<file path="src/nms_pkg.sv">
// Shared types and constants for the edge non-maximum suppression block.
package nms_pkg;

  localparam int FW_BITS       = 11;   // frame_width register
  localparam int HEIGHT_BITS   = 13;   // frame_height register
  localparam int ROW_BITS      = 12;   // row position, 0..4095
  localparam int CFG_DATA_BITS = 13;
  localparam int QUEUE_DEPTH   = 4;
  localparam int QCOUNT_BITS   = $clog2(QUEUE_DEPTH + 1);

  localparam logic [FW_BITS-1:0]     WIDTH_RESET  = 11'd640;
  localparam logic [HEIGHT_BITS-1:0] HEIGHT_RESET = 13'd480;
  localparam logic [HEIGHT_BITS-1:0] HEIGHT_MIN   = 13'd2;
  localparam logic [HEIGHT_BITS-1:0] HEIGHT_MAX   = 13'd4096;

  typedef enum logic [1:0] {
    DIR_0   = 2'd0,
    DIR_45  = 2'd1,
    DIR_90  = 2'd2,
    DIR_135 = 2'd3
  } dir_t;

  typedef enum logic {
    REG_FRAME_WIDTH  = 1'b0,
    REG_FRAME_HEIGHT = 1'b1
  } reg_index_t;

  typedef enum logic {
    MODE_PIXEL = 1'b0,
    MODE_DRAIN = 1'b1
  } mode_t;

  // per-request control carried from front to back
  typedef struct packed {
    logic emit;
    logic last;
    logic top;
    logic bottom;
    logic left;
    logic right;
  } nms_ctl_t;

endpackage

</file>
<file path="src/nms_back.sv">
// Back part: 3x3 window registers, the suppression compare and the output register.
module nms_back
  import nms_pkg::*;
#(
  parameter int MAG_BITS = 16
) (
  input  logic                clk,
  input  logic                rst,
  input  logic                head_valid,
  input  nms_ctl_t            head_ctl,
  input  logic [MAG_BITS-1:0] head_cur,
  input  logic [MAG_BITS-1:0] head_l1_mag,
  input  logic [1:0]          head_l1_dir,
  input  logic [MAG_BITS-1:0] head_l2_mag,
  output logic                pop,
  output logic                out_valid,
  input  logic                out_ready,
  output logic [MAG_BITS-1:0] kept_magnitude,
  output logic                frame_last
);

  // rN_k: row N back, k pixels back
  logic [MAG_BITS-1:0] r0_1, r0_2, r1_1, r1_2, r2_1, r2_2;
  dir_t                cdir;

  logic [MAG_BITS-1:0] nb_a, nb_b;
  logic                a_ok, b_ok;
  logic [MAG_BITS-1:0] kept;

  assign pop = head_valid && (!out_valid || out_ready);

  always_comb begin
    nb_a = r1_2;
    nb_b = head_l1_mag;
    a_ok = !head_ctl.left;
    b_ok = !head_ctl.right;
    unique case (cdir)
      DIR_0: begin
        nb_a = r1_2;
        nb_b = head_l1_mag;
        a_ok = !head_ctl.left;
        b_ok = !head_ctl.right;
      end
      DIR_45: begin
        nb_a = r2_2;
        nb_b = head_cur;
        a_ok = !head_ctl.top && !head_ctl.left;
        b_ok = !head_ctl.bottom && !head_ctl.right;
      end
      DIR_90: begin
        nb_a = r2_1;
        nb_b = r0_1;
        a_ok = !head_ctl.top;
        b_ok = !head_ctl.bottom;
      end
      DIR_135: begin
        nb_a = head_l2_mag;
        nb_b = r0_2;
        a_ok = !head_ctl.top && !head_ctl.right;
        b_ok = !head_ctl.bottom && !head_ctl.left;
      end
      default: begin
        a_ok = 1'b0;
        b_ok = 1'b0;
      end
    endcase
    if ((r1_1 == '0) || (a_ok && r1_1 <= nb_a) || (b_ok && r1_1 <= nb_b)) begin
      kept = '0;
    end else begin
      kept = r1_1;
    end
  end

  always_ff @(posedge clk) begin
    if (pop) begin
      r0_2 <= r0_1;
      r0_1 <= head_cur;
      r1_2 <= r1_1;
      r1_1 <= head_l1_mag;
      cdir <= dir_t'(head_l1_dir);
      r2_2 <= r2_1;
      r2_1 <= head_l2_mag;
    end
  end

  always_ff @(posedge clk) begin
    if (rst) begin
      out_valid <= 1'b0;
    end else if (pop && head_ctl.emit) begin
      out_valid <= 1'b1;
    end else if (out_ready) begin
      out_valid <= 1'b0;
    end
  end

  always_ff @(posedge clk) begin
    if (pop && head_ctl.emit) begin
      kept_magnitude <= kept;
      frame_last     <= head_ctl.last;
    end
  end

endmodule

</file>
<file path="config.mk">
export PLATFORM = sky130hd
export DESIGN_NAME = nms_back
export DESIGN_NICKNAME = d
export VERILOG_FILES = /design/src/nms_pkg.sv /design/src/nms_back.sv
export SDC_FILE = /design/constraint.sdc
export NUM_CORES = 1
export LEC_CHECK = 0
export ABC_AREA = 0
export ABC_CLOCK_PERIOD_IN_PS = 4750
export BUFFER_PORTS_ARGS = -buffer_cell sky130_fd_sc_hd__buf_2
export CORE_UTILIZATION = 35
export CTS_CLUSTER_SIZE = 40
export DETAILED_ROUTE_END_ITERATION = 10
export REMOVE_ABC_BUFFERS = 1
export SYNTH_ARGS = -nofsm -noshare
export SYNTH_HDL_FRONTEND = slang
export SYNTH_SLANG_ARGS = --single-unit
</file>
<file path="constraint.sdc">
create_clock -name clk -period 4.75 [get_ports clk]
set_clock_uncertainty 0.05 [all_clocks]
set_input_delay 0.7125 -clock clk [delete_from_list [all_inputs] [get_ports clk]]
set_output_delay 0.7125 -clock clk [all_outputs]
set_load 0.01 [all_outputs]
</file>
=== After elaboration in Yosys (flattened, before gate mapping) ===
Index checks and enable logic that the tools add are counted.

* Muxes and demuxes: 6
* Equal/unequal tests: 3
* Reductions and logical operators: 19
* Order comparisons: 2

{| class="wikitable"
|+ Operators with widths
! kind !! count
|-
| $pmux W16 S4 || 2
|-
| $le A16 B16 Y1 || 2
|-
| $logic_not A16 Y1 || 1
|-
| $logic_and A1 B1 Y1 || 8
|-
| $pmux W1 S4 || 2
|-
| $logic_not A1 Y1 || 5
|-
| $eq A2 B2 Y1 const B || 2
|-
| $logic_or A1 B1 Y1 || 3
|-
| $eq A2 B1 Y1 const B || 1
|-
| $logic_not A2 Y1 || 1
|-
| $mux W1 || 2
|-
| $reduce_bool A2 Y1 || 1
|}

* Input bits: 60
* Output and inout port bits: 19
* Register bits: 116
* Logic and storage cells: 40

=== Longest topological paths before layout ===
* Depth in word-level cells: 6
* Gate-level depth with buffers: 12
* Mapped depth without buffers: 8

=== Worst setup path before layout ===
OpenSTA, ideal clock, no wires.

* Kind: in2reg
* Start point: in out_ready
* End point: reg frame_last, enable pin
* Data required time: 4.330 ns
* Stages on the path: 4
* Data arrival time: 3.872 ns
* Setup time: 0.370 ns
* Setup slack: 0.458 ns
* Path buffers: 0
* Path through: nand2b_1 -> and2_1 -> nand2_1 -> inv_1

* Word-level cells in the longest chain between the ends: 3

{| class="wikitable"
|+ RTL lines
! element !! line !! text
|-
| start: declaration || nms_back.sv:17 || <nowiki>input logic out_ready,</nowiki>
|-
| $logic_or A1 B1 Y1 || nms_back.sv:30 || <nowiki>assign pop = head_valid && (!out_valid || out_ready);</nowiki>
|-
| $logic_and A1 B1 Y1 || nms_back.sv:30 ||
|-
| net pop || nms_back.sv:15 || <nowiki>output logic pop,</nowiki>
|-
| $logic_and A1 B1 Y1 || nms_back.sv:97 || <nowiki>if (pop && head_ctl.emit) begin</nowiki>
|-
| end signal: assignment || nms_back.sv:99 || <nowiki>frame_last <= head_ctl.last;</nowiki>
|-
| end: declaration || nms_back.sv:19 || <nowiki>output logic frame_last</nowiki>
|}

The timed path passes the listed nets, and every way through them passes these cells.
A chain may end at the register's enable or synchronous reset.

=== Final worst setup path ===
* Start point: reg cdir[1]
* End point: reg kept_magnitude[15], data pin

* Word-level cells in the longest chain between the ends: 6
* Elaborated cells on any way between the ends: 14
* Those cells by class: order compare: 2; eq/ne: 3; mux: 4; reduce/logical: 5

{| class="wikitable"
|+ RTL lines
! element !! line !! text
|-
| start: declaration || nms_back.sv:24 || <nowiki>dir_t cdir;</nowiki>
|-
| start signal: assignment || nms_back.sv:80 || <nowiki>cdir <= dir_t'(head_l1_dir);</nowiki>
|-
| $eq A2 B2 Y1, or another cell as far along || nms_back.sv:37 || <nowiki>unique case (cdir)</nowiki>
|-
| $pmux W16 S4 || nms_back.sv:37 ||
|-
| $le A16 B16 Y1 || nms_back.sv:67 || <nowiki>if ((r1_1 == '0) || (a_ok && r1_1 <= nb_a) || (b_ok && r1_1 <= nb_b)) begin</nowiki>
|-
| $logic_and A1 B1 Y1 || nms_back.sv:67 ||
|-
| $logic_or A1 B1 Y1 || nms_back.sv:67 ||
|-
| $logic_or A1 B1 Y1 * || nms_back.sv:67 ||
|-
| end signal: assignment || nms_back.sv:98 || <nowiki>kept_magnitude <= kept;</nowiki>
|-
| end: declaration || nms_back.sv:18 || <nowiki>output logic [MAG_BITS-1:0] kept_magnitude,</nowiki>
|}

Every way passes the cells marked *; elsewhere a longest branch is shown, timed or not.

==> summary.txt <==
Setup path
  – Reg-to-reg slack, setup: between 800 and 900 ps
  – Family with the most delay on the worst path: flip-flops
  – Crit end category: flip-flop
  – CP max-delay cell: edfxtp_1
  – WP data arrival: between 3000 and 4000 ps
  – Critical path class: reg2reg
  – Most used cell, CP: buf_4
  – Crit path largest cell delay: just over 1000 ps
  – Crit-path cells: buf_4 > mux4_2 > inv_1 > ha_1 > nor2b_1 > o211ai_1 > a21oi_1 > nor4_4 > buf_4 > nor3_1
  – CP Launch Type: flip-flop
  – Worst flop-to-flop path startpoint: cdir[1]
  – Critical Path RT: ~4900 ps
  – CP Launch Point: cdir[1]
  – Worst path bufs/invs: 3
  – Worst Path Max Fanout: 18

Placed design
  – DP Area: between 0.005 and 0.006 mm2
  – DP Worst Slack: 853 ps
  – Placer congestion estimate: 0.761
  – Port Buf Inserts: 78
  – Dpl hpwl: just under 8 mm

Floorplanning
  – CORE AREA: approximately 0.015 mm2
  – DIE AREA: around 0.016 mm2
  – Die Y-Extent: approximately 130 um
  – Width of the die: 126 um
  – I/O pin total: between 70 and 80
  – Starting Density: 0.364
  – FP Rows: 44

Logic synthesis
  – Yosys cell types: 27
  – Post-Syn Instances: 312
  – Sequential area share after synthesis: 0.649
  – Yosys warns: 0
  – Synthesized area: 0.00535 mm2
  – EDFF count, synth: roughly 120
  – Synthesized area per cell: 17.1 um2
  – Post-synth ARST share: 0
  – Synth Flop Type: edfxtp_1
  – Yosys reg bits: ~120

Clock tree
  – Root Buffer: clkbuf_16
  – PostCTS Resize Cnt: 0
  – Total CTS buffers: 17
  – Post-CTS Setup Bufs: 0
  – CTS tree: yes
  – CTS max path bufs: 2
  – H-tree Lvls: 4
  – Hold Buf Count CTS: 0
  – Clk Latency, worst-skew pair: between 400 and 500 ps
  – Clock sink count: 116
  – Reg clk slew, reported paths: around 50 ps

Pwr
  – Peak supply drop: 0.000245 V
  – Tot Pwr: 2.64 mW
  – Leakage power: around 2.6 nW
  – Pwr dens: just over 400 mW/mm2

Timing
  – Setup TNS Final: 0 ps
  – RSZ-0062 raised after global routing: false
  – Slew Viols, Final: 0
  – Fmax: roughly 260 MHz
  – Final worst path period need: around 3900 ps
  – Final Hold Fails: 0
  – Max-slew headroom: 0.301
  – Final period util: 0.813
  – Final setup violation count: 0
  – Tightest Pin Transition: between 1000 and 1500 ps
  – Final worst slack: slightly below 900 ps

Route
  – Vias per cell: 5.01
  – Initial DRT Pass Iterations: 7
  – Routed WL: between 10 and 15 mm
  – DRC errors left: 7
  – Wire per inst: 18.1 um
  – Starting DRT DRC Count: 170
  – Via count: between 3000 and 4000
  – Antenna-violating nets left: 0

GRT
  – Global-route wire length before repair: around 17 mm
  – GRT overflow: 0
  – Number of global-route vias before repair: ~3200
  – Initial antenna violation count: 0
  – Pin count of the biggest net entering global routing: 48
  – Overall global routing resource usage: 0.152

Worst hold path
  – Min-delay src: r0_1[6]
  – Hold/Removal Path Class: reg2reg

Layout
  – Ant. Diodes: 0
  – Fin util: 0.441
  – Share of cells above drive strength 1: 0.372
  – FF+latch area: roughly 0.0035 mm2
  – Footprint of the multi-input gates: 0.00170 mm2
  – Nets: about 500
  – Layout fillers: 1310
  – Layout area overhead: 21.3%
  – Final instance area: between 0.006 and 0.007 mm2

Status
  – Status: finished with violations
  – Failing checks: DRC

Job
  – Maxcap violations: 0
-- cells by family after synthesis --
group,Yosys count,share of synthesized area
AOI/OAI and AO/OA,30,0.0388
adders and majority gates,32,0.0749
buffers and inverters,45,0.0365
DFF,116,0.649
muxes,32,0.135
and+or+nand+nor,57,0.0657
-- flip-flops by register name, indices dropped and copies added (netlist names) --
signal and cells:
r0_1 16, r2_2 16, cdir 2, r1_1 16, r2_1 16, out_valid 1, kept_magnitude 16, r0_2 16
r1_2 16, frame_last 1
-- layer usage --
| layer | global-route usage | share of wire | wire length, um | vias up |
|---|---|---|---|---|
| met4 | 0.0789 | 0.018 | 199 | 0 |
| met1 | 0.192 | 0.47 | 5080 | 1480 |
| li1 | - | - | - | 1435 |
| met3 | 0.0416 | 0.045 | 491 | 17 |
| met2 | 0.240 | 0.47 | 5100 | 81 |
| met5 | 0 | 0 | 0 | - |
-- where the power goes --
part | internal [mW] | total [mW] | leakage (nW) | switching, mW
registers | 1.21 | 1.24 | 1.12 | 0.0340
clock network | 0.698 | 1.11 | 0.250 | 0.412
logic | 0.135 | 0.285 | 1.19 | 0.151
-- cells in the final DEF (no fill, tap or decap), types with 6 or more instances in the layout --
master	instances
nand2_1	17
buf_4	8
clkbuf_16	17
inv_1	34
ha_1	32
nor3_1	6
mux4_2	32
nand4_1	8
buf_2	78
edfxtp_1	115
nor3_2	10
a21o_1	6
a21oi_1	11
-- path summary, 6_finish.rpt --
check,endpoint,depth (start not counted)
max,kept_magnitude[15],10
min,r0_2[6],0
max reg2reg,kept_magnitude[15],10
min reg2reg,r0_2[6],0
-- metrics by stage --
stage / hold slack [ps] / std cells
floorplan: 371 / 301
global placement: 375 / 571
detailed placement: 383 / 571
CTS: 395 / 601
global route: 402 / 601
finish: 394 / 601
-- area by class of cell --
type                    count  share of cell area
inverters                  34              0.0197
multi-input cells         151               0.262
clock buffers              21              0.0679
repair buffers             86              0.0694
clock inverters             9              0.0100
flip-flops and latches    116               0.535
well taps                 184              0.0355
-- worst reg2reg max path, cell delays in order, from the launching register on --
cell and delay [ps]:
edfxtp_1 1030, buf_4 370, mux4_2 510, inv_1 70
ha_1 230, nor2b_1 140, o211ai_1 170, a21oi_1 120
nor4_4 550, buf_4 290, nor3_1 70
-- synthesized netlist by cell type, drive strengths merged, types with 2 or more instances --
master	n	area [um2]
a21oi	11	55.1
nand3	4	20.0
o21ai	2	10.0
buf	7	52.5
or3	2	12.5
ha	32	400
nor2b	4	25.0
nor3	16	130
nand2	17	63.8
mux4	32	721
a211oi	4	30.0
edfxtp	115	3450
a221oi	2	30.0
inv	34	128
nand4	8	50.1
nor4	4	37.5
a21o	6	45.0
o211ai	4	30.0
clkbuf	4	15.0
(Power assumes the default switching activity.)
