**config.mk**
```make
export PLATFORM = sky130hd
export DESIGN_NAME = nms_fifo
export DESIGN_NICKNAME = d
export VERILOG_FILES = /design/src/nms_pkg.sv /design/src/nms_fifo.sv
export SDC_FILE = /design/constraint.sdc
export NUM_CORES = 1
export LEC_CHECK = 0
export BUFFER_PORTS_ARGS = -buffer_cell sky130_fd_sc_hd__buf_2
export CORE_ASPECT_RATIO = 0.9
export CORE_UTILIZATION = 51
export CTS_CLUSTER_SIZE = 30
export DETAILED_ROUTE_END_ITERATION = 10
export PLACE_DENSITY_LB_ADDON = 0.3
export SYNTH_ARGS = -nofsm -noshare
export SYNTH_HDL_FRONTEND = slang
export SYNTH_SLANG_ARGS = --single-unit
```
**constraint.sdc**
```tcl
create_clock -name clk -period 3.3 [get_ports clk]
set_input_delay 0.165 -clock clk [delete_from_list [all_inputs] [get_ports clk]]
set_output_delay 0.165 -clock clk [all_outputs]
set_load 0.03 [all_outputs]
```
**src/nms_pkg.sv**
```systemverilog
// Shared types and constants for the edge non-maximum suppression block.
package nms_pkg;

  localparam int FW_BITS       = 11;   // frame_width register
  localparam int HEIGHT_BITS   = 13;   // frame_height register
  localparam int ROW_BITS      = 12;   // row position, 0..4095
  localparam int CFG_DATA_BITS = 13;
  localparam int QUEUE_DEPTH   = 4;
  localparam int QCOUNT_BITS   = $clog2(QUEUE_DEPTH + 1);

  localparam logic [FW_BITS-1:0]     WIDTH_RESET  = 11'd640;
  localparam logic [HEIGHT_BITS-1:0] HEIGHT_RESET = 13'd480;
  localparam logic [HEIGHT_BITS-1:0] HEIGHT_MIN   = 13'd2;
  localparam logic [HEIGHT_BITS-1:0] HEIGHT_MAX   = 13'd4096;

  typedef enum logic [1:0] {
    DIR_0   = 2'd0,
    DIR_45  = 2'd1,
    DIR_90  = 2'd2,
    DIR_135 = 2'd3
  } dir_t;

  typedef enum logic {
    REG_FRAME_WIDTH  = 1'b0,
    REG_FRAME_HEIGHT = 1'b1
  } reg_index_t;

  typedef enum logic {
    MODE_PIXEL = 1'b0,
    MODE_DRAIN = 1'b1
  } mode_t;

  // per-request control carried from front to back
  typedef struct packed {
    logic emit;
    logic last;
    logic top;
    logic bottom;
    logic left;
    logic right;
  } nms_ctl_t;

endpackage

```
**src/nms_fifo.sv**
```systemverilog
// Small register queue between the front and back parts.
module nms_fifo
  import nms_pkg::*;
#(
  parameter int WIDTH = 56,
  parameter int DEPTH = 4
) (
  input  logic                       clk,
  input  logic                       rst,
  input  logic                       push,
  input  logic [WIDTH-1:0]           push_data,
  input  logic                       pop,
  output logic                       pop_valid,
  output logic [WIDTH-1:0]           pop_data,
  output logic [$clog2(DEPTH+1)-1:0] count
);

  localparam int PW = $clog2(DEPTH);
  localparam int CB = $clog2(DEPTH + 1);

  logic [WIDTH-1:0] entries [DEPTH];
  logic [PW-1:0]    wr_ptr;
  logic [PW-1:0]    rd_ptr;

  assign pop_valid = (count != '0);
  assign pop_data  = entries[rd_ptr];

  always_ff @(posedge clk) begin
    if (push) begin
      entries[wr_ptr] <= push_data;
    end
  end

  always_ff @(posedge clk) begin
    if (rst) begin
      wr_ptr <= '0;
      rd_ptr <= '0;
      count  <= '0;
    end else begin
      if (push) begin
        wr_ptr <= (wr_ptr == PW'(DEPTH - 1)) ? '0 : wr_ptr + 1'b1;
      end
      if (pop) begin
        rd_ptr <= (rd_ptr == PW'(DEPTH - 1)) ? '0 : rd_ptr + 1'b1;
      end
      case ({push, pop})
        2'b10:   count <= count + CB'(1);
        2'b01:   count <= count - CB'(1);
        default: count <= count;
      endcase
    end
  end

endmodule

```
## After elaboration in Yosys (flattened, before gate mapping)

Memories as Yosys holds them, arrays and structs flattened. A register that Yosys moved wholly into a read port is not among the register bits.
Cells that the tools add are included.

- Flip-flop bits (word level): 7
- Word-level logic and storage cells: 21
- Memories: 1
- Bits in writable memories: 224
- Output and inout port bits: 60

Memory list:

| name | depth | width | rd ports | clocked after Yosys merged registers in | wr ports | line | text |
|---|---|---|---|---|---|---|---|
| entries | 4 | 56 | 1 | 1 | 1 | nms_fifo.sv:21 | `logic [WIDTH-1:0] entries [DEPTH];` |

- Equal/unequal tests: 4
- $add $sub $neg: 4
- Reductions and logical operators: 2
- Mux-type cells: 7

Operator list:

| kind | count |
|---|---|
| two-way mux 2 bit | 4 |
| equality test 2 bit, second input constant | 3 |
| case mux 3 bit (2 select lines) | 1 |
| adder 2 x 1 -> 2 bit, second input constant | 2 |
| adder 3 x 1 -> 3 bit, second input constant | 1 |
| nonzero test 3 bit | 1 |
| subtractor 3 x 1 -> 3 bit, second input constant | 1 |
| equality test 2 x 1 -> 1 bit, second input constant | 1 |
| two-way mux 1 bit | 2 |
| nonzero test 2 bit | 1 |

## Longest topological paths before layout

Gate-level depths: netlist of run 1.

- Depth after elaboration: 4
- Mapped depth: 6

## Least setup slack after synthesis of run 1

No wires, ideal clock.

- Path kind: register -> register
- From: reg wr_ptr[0]
- To: mem entries[3][0], enable pin
- Cell stages (with the launch flop): 3
- Setup slack: 1.004 ns
- Arrival: 1.877 ns
- Data required time: 2.881 ns
- Period minus slack after synthesis: 2.296 ns
- Path buffers: 0
- Cell sequence: dfxtp_1 ha_1 and2_1

RTL lines:

| item | line | text |
|---|---|---|
| from (decl) | nms_fifo.sv:22 | `logic [PW-1:0] wr_ptr;` |
| from (signal assigned) | nms_fifo.sv:41 | `wr_ptr <= (wr_ptr == PW'(DEPTH - 1)) ? '0 : wr_ptr + 1'b1;` |
| to (decl) | nms_fifo.sv:21 |  |

No word-level cell before the write port.

==> metrics.txt, run 1 <==
nets=600; Post-Syn Area=8548 sq um; EDFF count, synth=224; # clock sinks=233; Req. time, crit path=3.13 ns; YS warnings=0; final setup fails=0; Crit Path Max Fanout=34; initial antenna violation count=0; post-CTS setup buffers=0; RSZ-0062 raised after global routing=no; layout cells sized above 1=40.15%; Slew HR=48.14%; maxcap violations=0; violated checks=design-rule violations; period utilization=74.97%; Hold Path Class=in -> reg; post-synthesis async set-or-reset flop share=0%; pwr/cell area=615.3 nW/um^2; fin. max-slew vios=0; DRT antenna net count=0; I/O pin cnt=120; Arr. time, crit path=2.31 ns; starting density of the core=52.63%; outcome=complete, but fails checks; vias in the first global route=4417; Layout Cells excl Fill=755; clk buf depth=3; Min Hold Slack=0.03629 ns; DRC viols=20; syn avg cell area=25.52 sq um; Layout fillers=1086; Yosys reg bits=233; Via density=5.416; setup slack at placement=1.291 ns; multi-input logic area=1504 sq um; fmax=404.2 MHz; FF+latch area=6912 sq um; die extent in y=124.8 microns; gr usage total=18.08%; critical path class=reg -> out; setup_tns=0 ns; worst slew pin tran=0.7779 ns; IR drop worst, VDD=0.0005680 V; Detailed Place HPWL=8899 microns; clock skew=0.01355 ns; # diodes=0; CP Launch Type=register; Syn-to-layout area delta=24.88%; routed vias=4089; DRT Wirelength=15170 microns; I/O Buffers=119; CTS Buf Count=23; commonest non-fill, non-tap cell in the layout=edfxtp_1; Gate Count Post-Synth=335; Final Hold Fails=0; Clock Root Buffer=clkbuf_16; Pleak=3.688 nW; remaining global-route overflow=0; RD Place Congestion=0.6884; post-route minimum period=2.474 ns; H-tree depth=1; post_cts resized=0; largest net degree at the start of global routing=43; number of iterations in the first detailed-routing pass=7; drt wl/cell=20.09 microns; Most used DFF post-synth=edfxtp_1; Cell variety after synth=20; row count=44; global-route wire length before repair=23550 microns; most frequent cells in the layout=edfxtp_1 (224), buf_2 (119), dlygate4sd3_1 (58); DRT iter0 DRCs=345; Clk Latency, worst-skew pair=0.49 ns; sequential fraction of the synthesis area=80.80%; # placed instances=657; post-synthesis net count=402; Core Box Area=16240 sq um; CP endpoint kind=output port; die area=17280 sq um; final setup margin=0.8259 ns; Die W=138.5 microns; CTS clock-pin slew for the worst setup and hold paths=0.06 ns; TritonCTS clock tree=yes
[worst paths after layout]
kind,to,depth (start not counted),start,slack [ns]
setup reg to reg,entries[3][26],3,wr_ptr[0],1.38
hold / removal,register,3,pop,0.04
hold reg to reg,register,2,rd_ptr[1],0.53
setup / recovery,pop_data[3],3,register,0.83
[area by class of cell]
| type | instances | area share [%] |
|---|---|---|
| flip-flops and latches | 233 | 64.74 |
| inverters | 4 | 0.1406 |
| clock buffers | 30 | 5.638 |
| multi-input cells | 86 | 14.09 |
| well taps | 207 | 2.426 |
| repair buffers | 185 | 12.05 |
| clock inverters | 10 | 0.9142 |
[worst max-delay path, stage by stage (launching register included)]
cell and delay, ns:
dfxtp_4 0.66, buf_12 0.36, mux4_2 0.57, buf_2 0.20
[synth_stat cells (2+ instances only)]
master	n	area, sq um
edfxtp_1	224	6726
mux4_2	56	1261
dfxtp_1	9	180.2
ha_1	6	75.07
nor2_1	6	22.52
buf_2	5	25.02
and2_1	4	25.02
buf_12	4	80.08
inv_1	4	15.01
a21oi_1	3	15.01
mux2i_1	3	30.03
nor3b_1	2	15.01
or3_1	2	12.51
[registers in the layout, summed over array words and instances, names as in the netlist, named ones only]
register and cells:
entries 224, count 3, rd_ptr 2, wr_ptr 2
[logic make-up (layout without fill, tap and decap cells)]
kind of cell / Yosys count / in the layout / synth area share, %
xor+xnor: 2 / 2 / 0.2050
simple gates: 14 / 14 / 0.8781
mux: 59 / 59 / 15.11
fa+ha+maj: 7 / 7 / 1.112
compound gates: 4 / 4 / 0.2341
buf+inv: 16 / 229 / 1.669
flops: 233 / 233 / 80.80
[stage by stage]
| stage | power [mW] | instance area [sq um] | util, % |
|---|---|---|---|
| global placement | 4.144 | 9395 | 57.85 |
| floorplan | 3.943 | 8548 | - |
| CTS | 6.647 | 10680 | 65.73 |
| global route | 6.787 | 10680 | 65.73 |
| detailed placement | 4.162 | 9395 | 57.85 |
| finish | 6.569 | 10680 | 65.73 |
[repair_timing]
item | 4_1_cts | 5_1_grt
hold buffers | 58 | 0
endpoints found under the setup margin | 0 | 0
endpoints found under the hold margin | 233 | 0
[power by group]
group / internal, mW / total [mW] / leakage [nW] / switching (mW)
combinational: 0.292 / 0.721 / 1.21 / 0.428
sequential: 3.37 / 3.42 / 2.13 / 0.0524
clock: 1.44 / 2.43 / 0.347 / 0.989
total: 5.10 / 6.57 / 3.69 / 1.47
[metal layers]
| metal | GRT usage (%) | vias up | part of all wire, % |
|---|---|---|---|
| met1 | 24.64 | 2126 | 44 |
| met4 | 4.032 | 0 | 1.8 |
| met5 | 0 | - | 0 |
| met2 | 30.10 | 119 | 48 |
| met3 | 4.075 | 24 | 6.0 |
| li1 | - | 1820 | - |
No activity file was read; power rests on OpenSTA's default activity.
==> run 2, diff against run 1 <==
Clock period 3.3 ns to 2.55 ns, I/O delays scaled along.
==> metrics.txt, run 2 (synthesis gave the netlist of run 1 again) <==
routed vias=4076; gr usage total=18.53%; Tot Pwr=8.398 mW; CP endpoint kind=output port; Layout Cells excl Fill=761; largest register by flop count=entries; DRT iter0 DRCs=226; TritonCTS clock tree=yes; Clk Latency, worst-skew pair=0.49 ns; # diodes=0; setup_tns=0 ns; vias in the first global route=4447; I/O pin cnt=120; nets=606; commonest non-fill, non-tap cell in the layout=edfxtp_1; remaining global-route overflow=0; row count=44; initial antenna violation count=0; die area=17280 sq um; CTS Buf Count=23; CP Launch Type=register; die extent in y=124.8 microns; # clock sinks=233; Detailed Place HPWL=9010 microns; clk buf depth=3; DRT antenna net count=0; period utilization=88.51%; CTS clock-pin slew for the worst setup and hold paths=0.06 ns; global-route wire length before repair=24140 microns; critical path class=reg -> out; peak per-stage delay on the critical path=0.56 ns; Req. time, crit path=2.42 ns; most frequent cells in the layout=edfxtp_1 (224), buf_2 (119), dlygate4sd3_1 (59); Hold Path Class=in -> reg; slowest CP cell=dfxtp_4; DRT Wirelength=15260 microns; clock skew=0.004980 ns; IR drop worst, VDD=0.0008071 V; violated checks=design-rule violations; I/O Buffers=119; Core Box Area=16240 sq um; starting density of the core=52.63%; Slew HR=58.04%; CP cell instances=buf_12 -> mux4_2 -> buf_2; largest net degree at the start of global routing=31; Final Hold Fails=0; H-tree depth=1; Pleak=3.706 nW; RSZ-0062 raised after global routing=no; multi-input logic area=1504 sq um; fmax=443.1 MHz; FF+latch area=6912 sq um; Syn-to-layout area delta=25.12%; max reg flops=224; outcome=complete, but fails checks; DRC viols=20; post-CTS setup buffers=0; post_cts resized=0; Crit Path Max Fanout=27; Via density=5.356; post-route minimum period=2.257 ns; number of iterations in the first detailed-routing pass=7; biggest regs=entries: 224 flops, count: 3 flops; Min Hold Slack=0.3837 ns; final setup fails=0; fin. max-slew vios=0; RD Place Congestion=0.6831; Die W=138.5 microns; layout cells sized above 1=40.25%; Arr. time, crit path=2.13 ns; Layout fillers=1094; # placed instances=662; Clock Root Buffer=clkbuf_16; drt wl/cell=20.05 microns; final setup margin=0.2930 ns; maxcap violations=0; Hold-fix buffers, CTS=59; pwr/cell area=785.2 nW/um^2; setup slack at placement=0.7468 ns; worst slew pin tran=0.6295 ns
[run 2: changes by cell type in the layout (fill, tap and decap cells not counted)]
cell           before  now
clkbuf_1            7    4
bufinv_16           2    1
clkinv_1            2    7
dlygate4sd3_1      58   59
clkinv_2            6    5
buf_4               4    9
[run 2: stage by stage]
step                      util [%]  cell area (sq um)
after floorplan                  -               8548
after global placement       58.08               9433
after detailed placement     58.08               9433
after CTS                    65.86              10700
after global routing         65.86              10700
final                        65.86              10700
[run 2: critical path: cells and delay by family (launching register included)]
family	cells	cell delay (ns)
muxes	1	0.56
DFF	1	0.56
buffers and inverters	2	0.49
[run 2: final cells by class]
type	instances	share of cell area, %
multi-input cells	86	14.06
flip-flops and latches	233	64.62
inverters	4	0.1404
well taps	207	2.422
clock buffers	27	5.522
repair buffers	191	12.47
clock inverters	13	0.7604
[run 2: metal layers]
metal / vias up / wire (microns) / GRT usage [%]
li1: 1835 / - / -
met1: 2095 / 6499 / 24.27
met2: 122 / 7611 / 31.83
met3: 24 / 891 / 4.191
met4: 0 / 255 / 4.230
met5: - / 0 / 0
[run 2: worst paths after layout]
kind | endpoint | depth (start not counted) | slack [ns] | from
max reg2reg | entries[0][37] | 4 | 0.85 | wr_ptr[0]
min | entries[0][39] | 2 | 0.38 | push_data[39]
min reg2reg | register | 2 | 0.55 | rd_ptr[1]
max | pop_data[50] | 3 | 0.29 | register
[run 2: power by group]
| group | switching [mW] | total [mW] | internal, mW | leakage (nW) |
|---|---|---|---|---|
| Combinational | 0.562 | 0.952 | 0.390 | 1.24 |
| Clock | 1.28 | 3.02 | 1.74 | 0.333 |
| Sequential | 0.0660 | 4.43 | 4.36 | 2.13 |
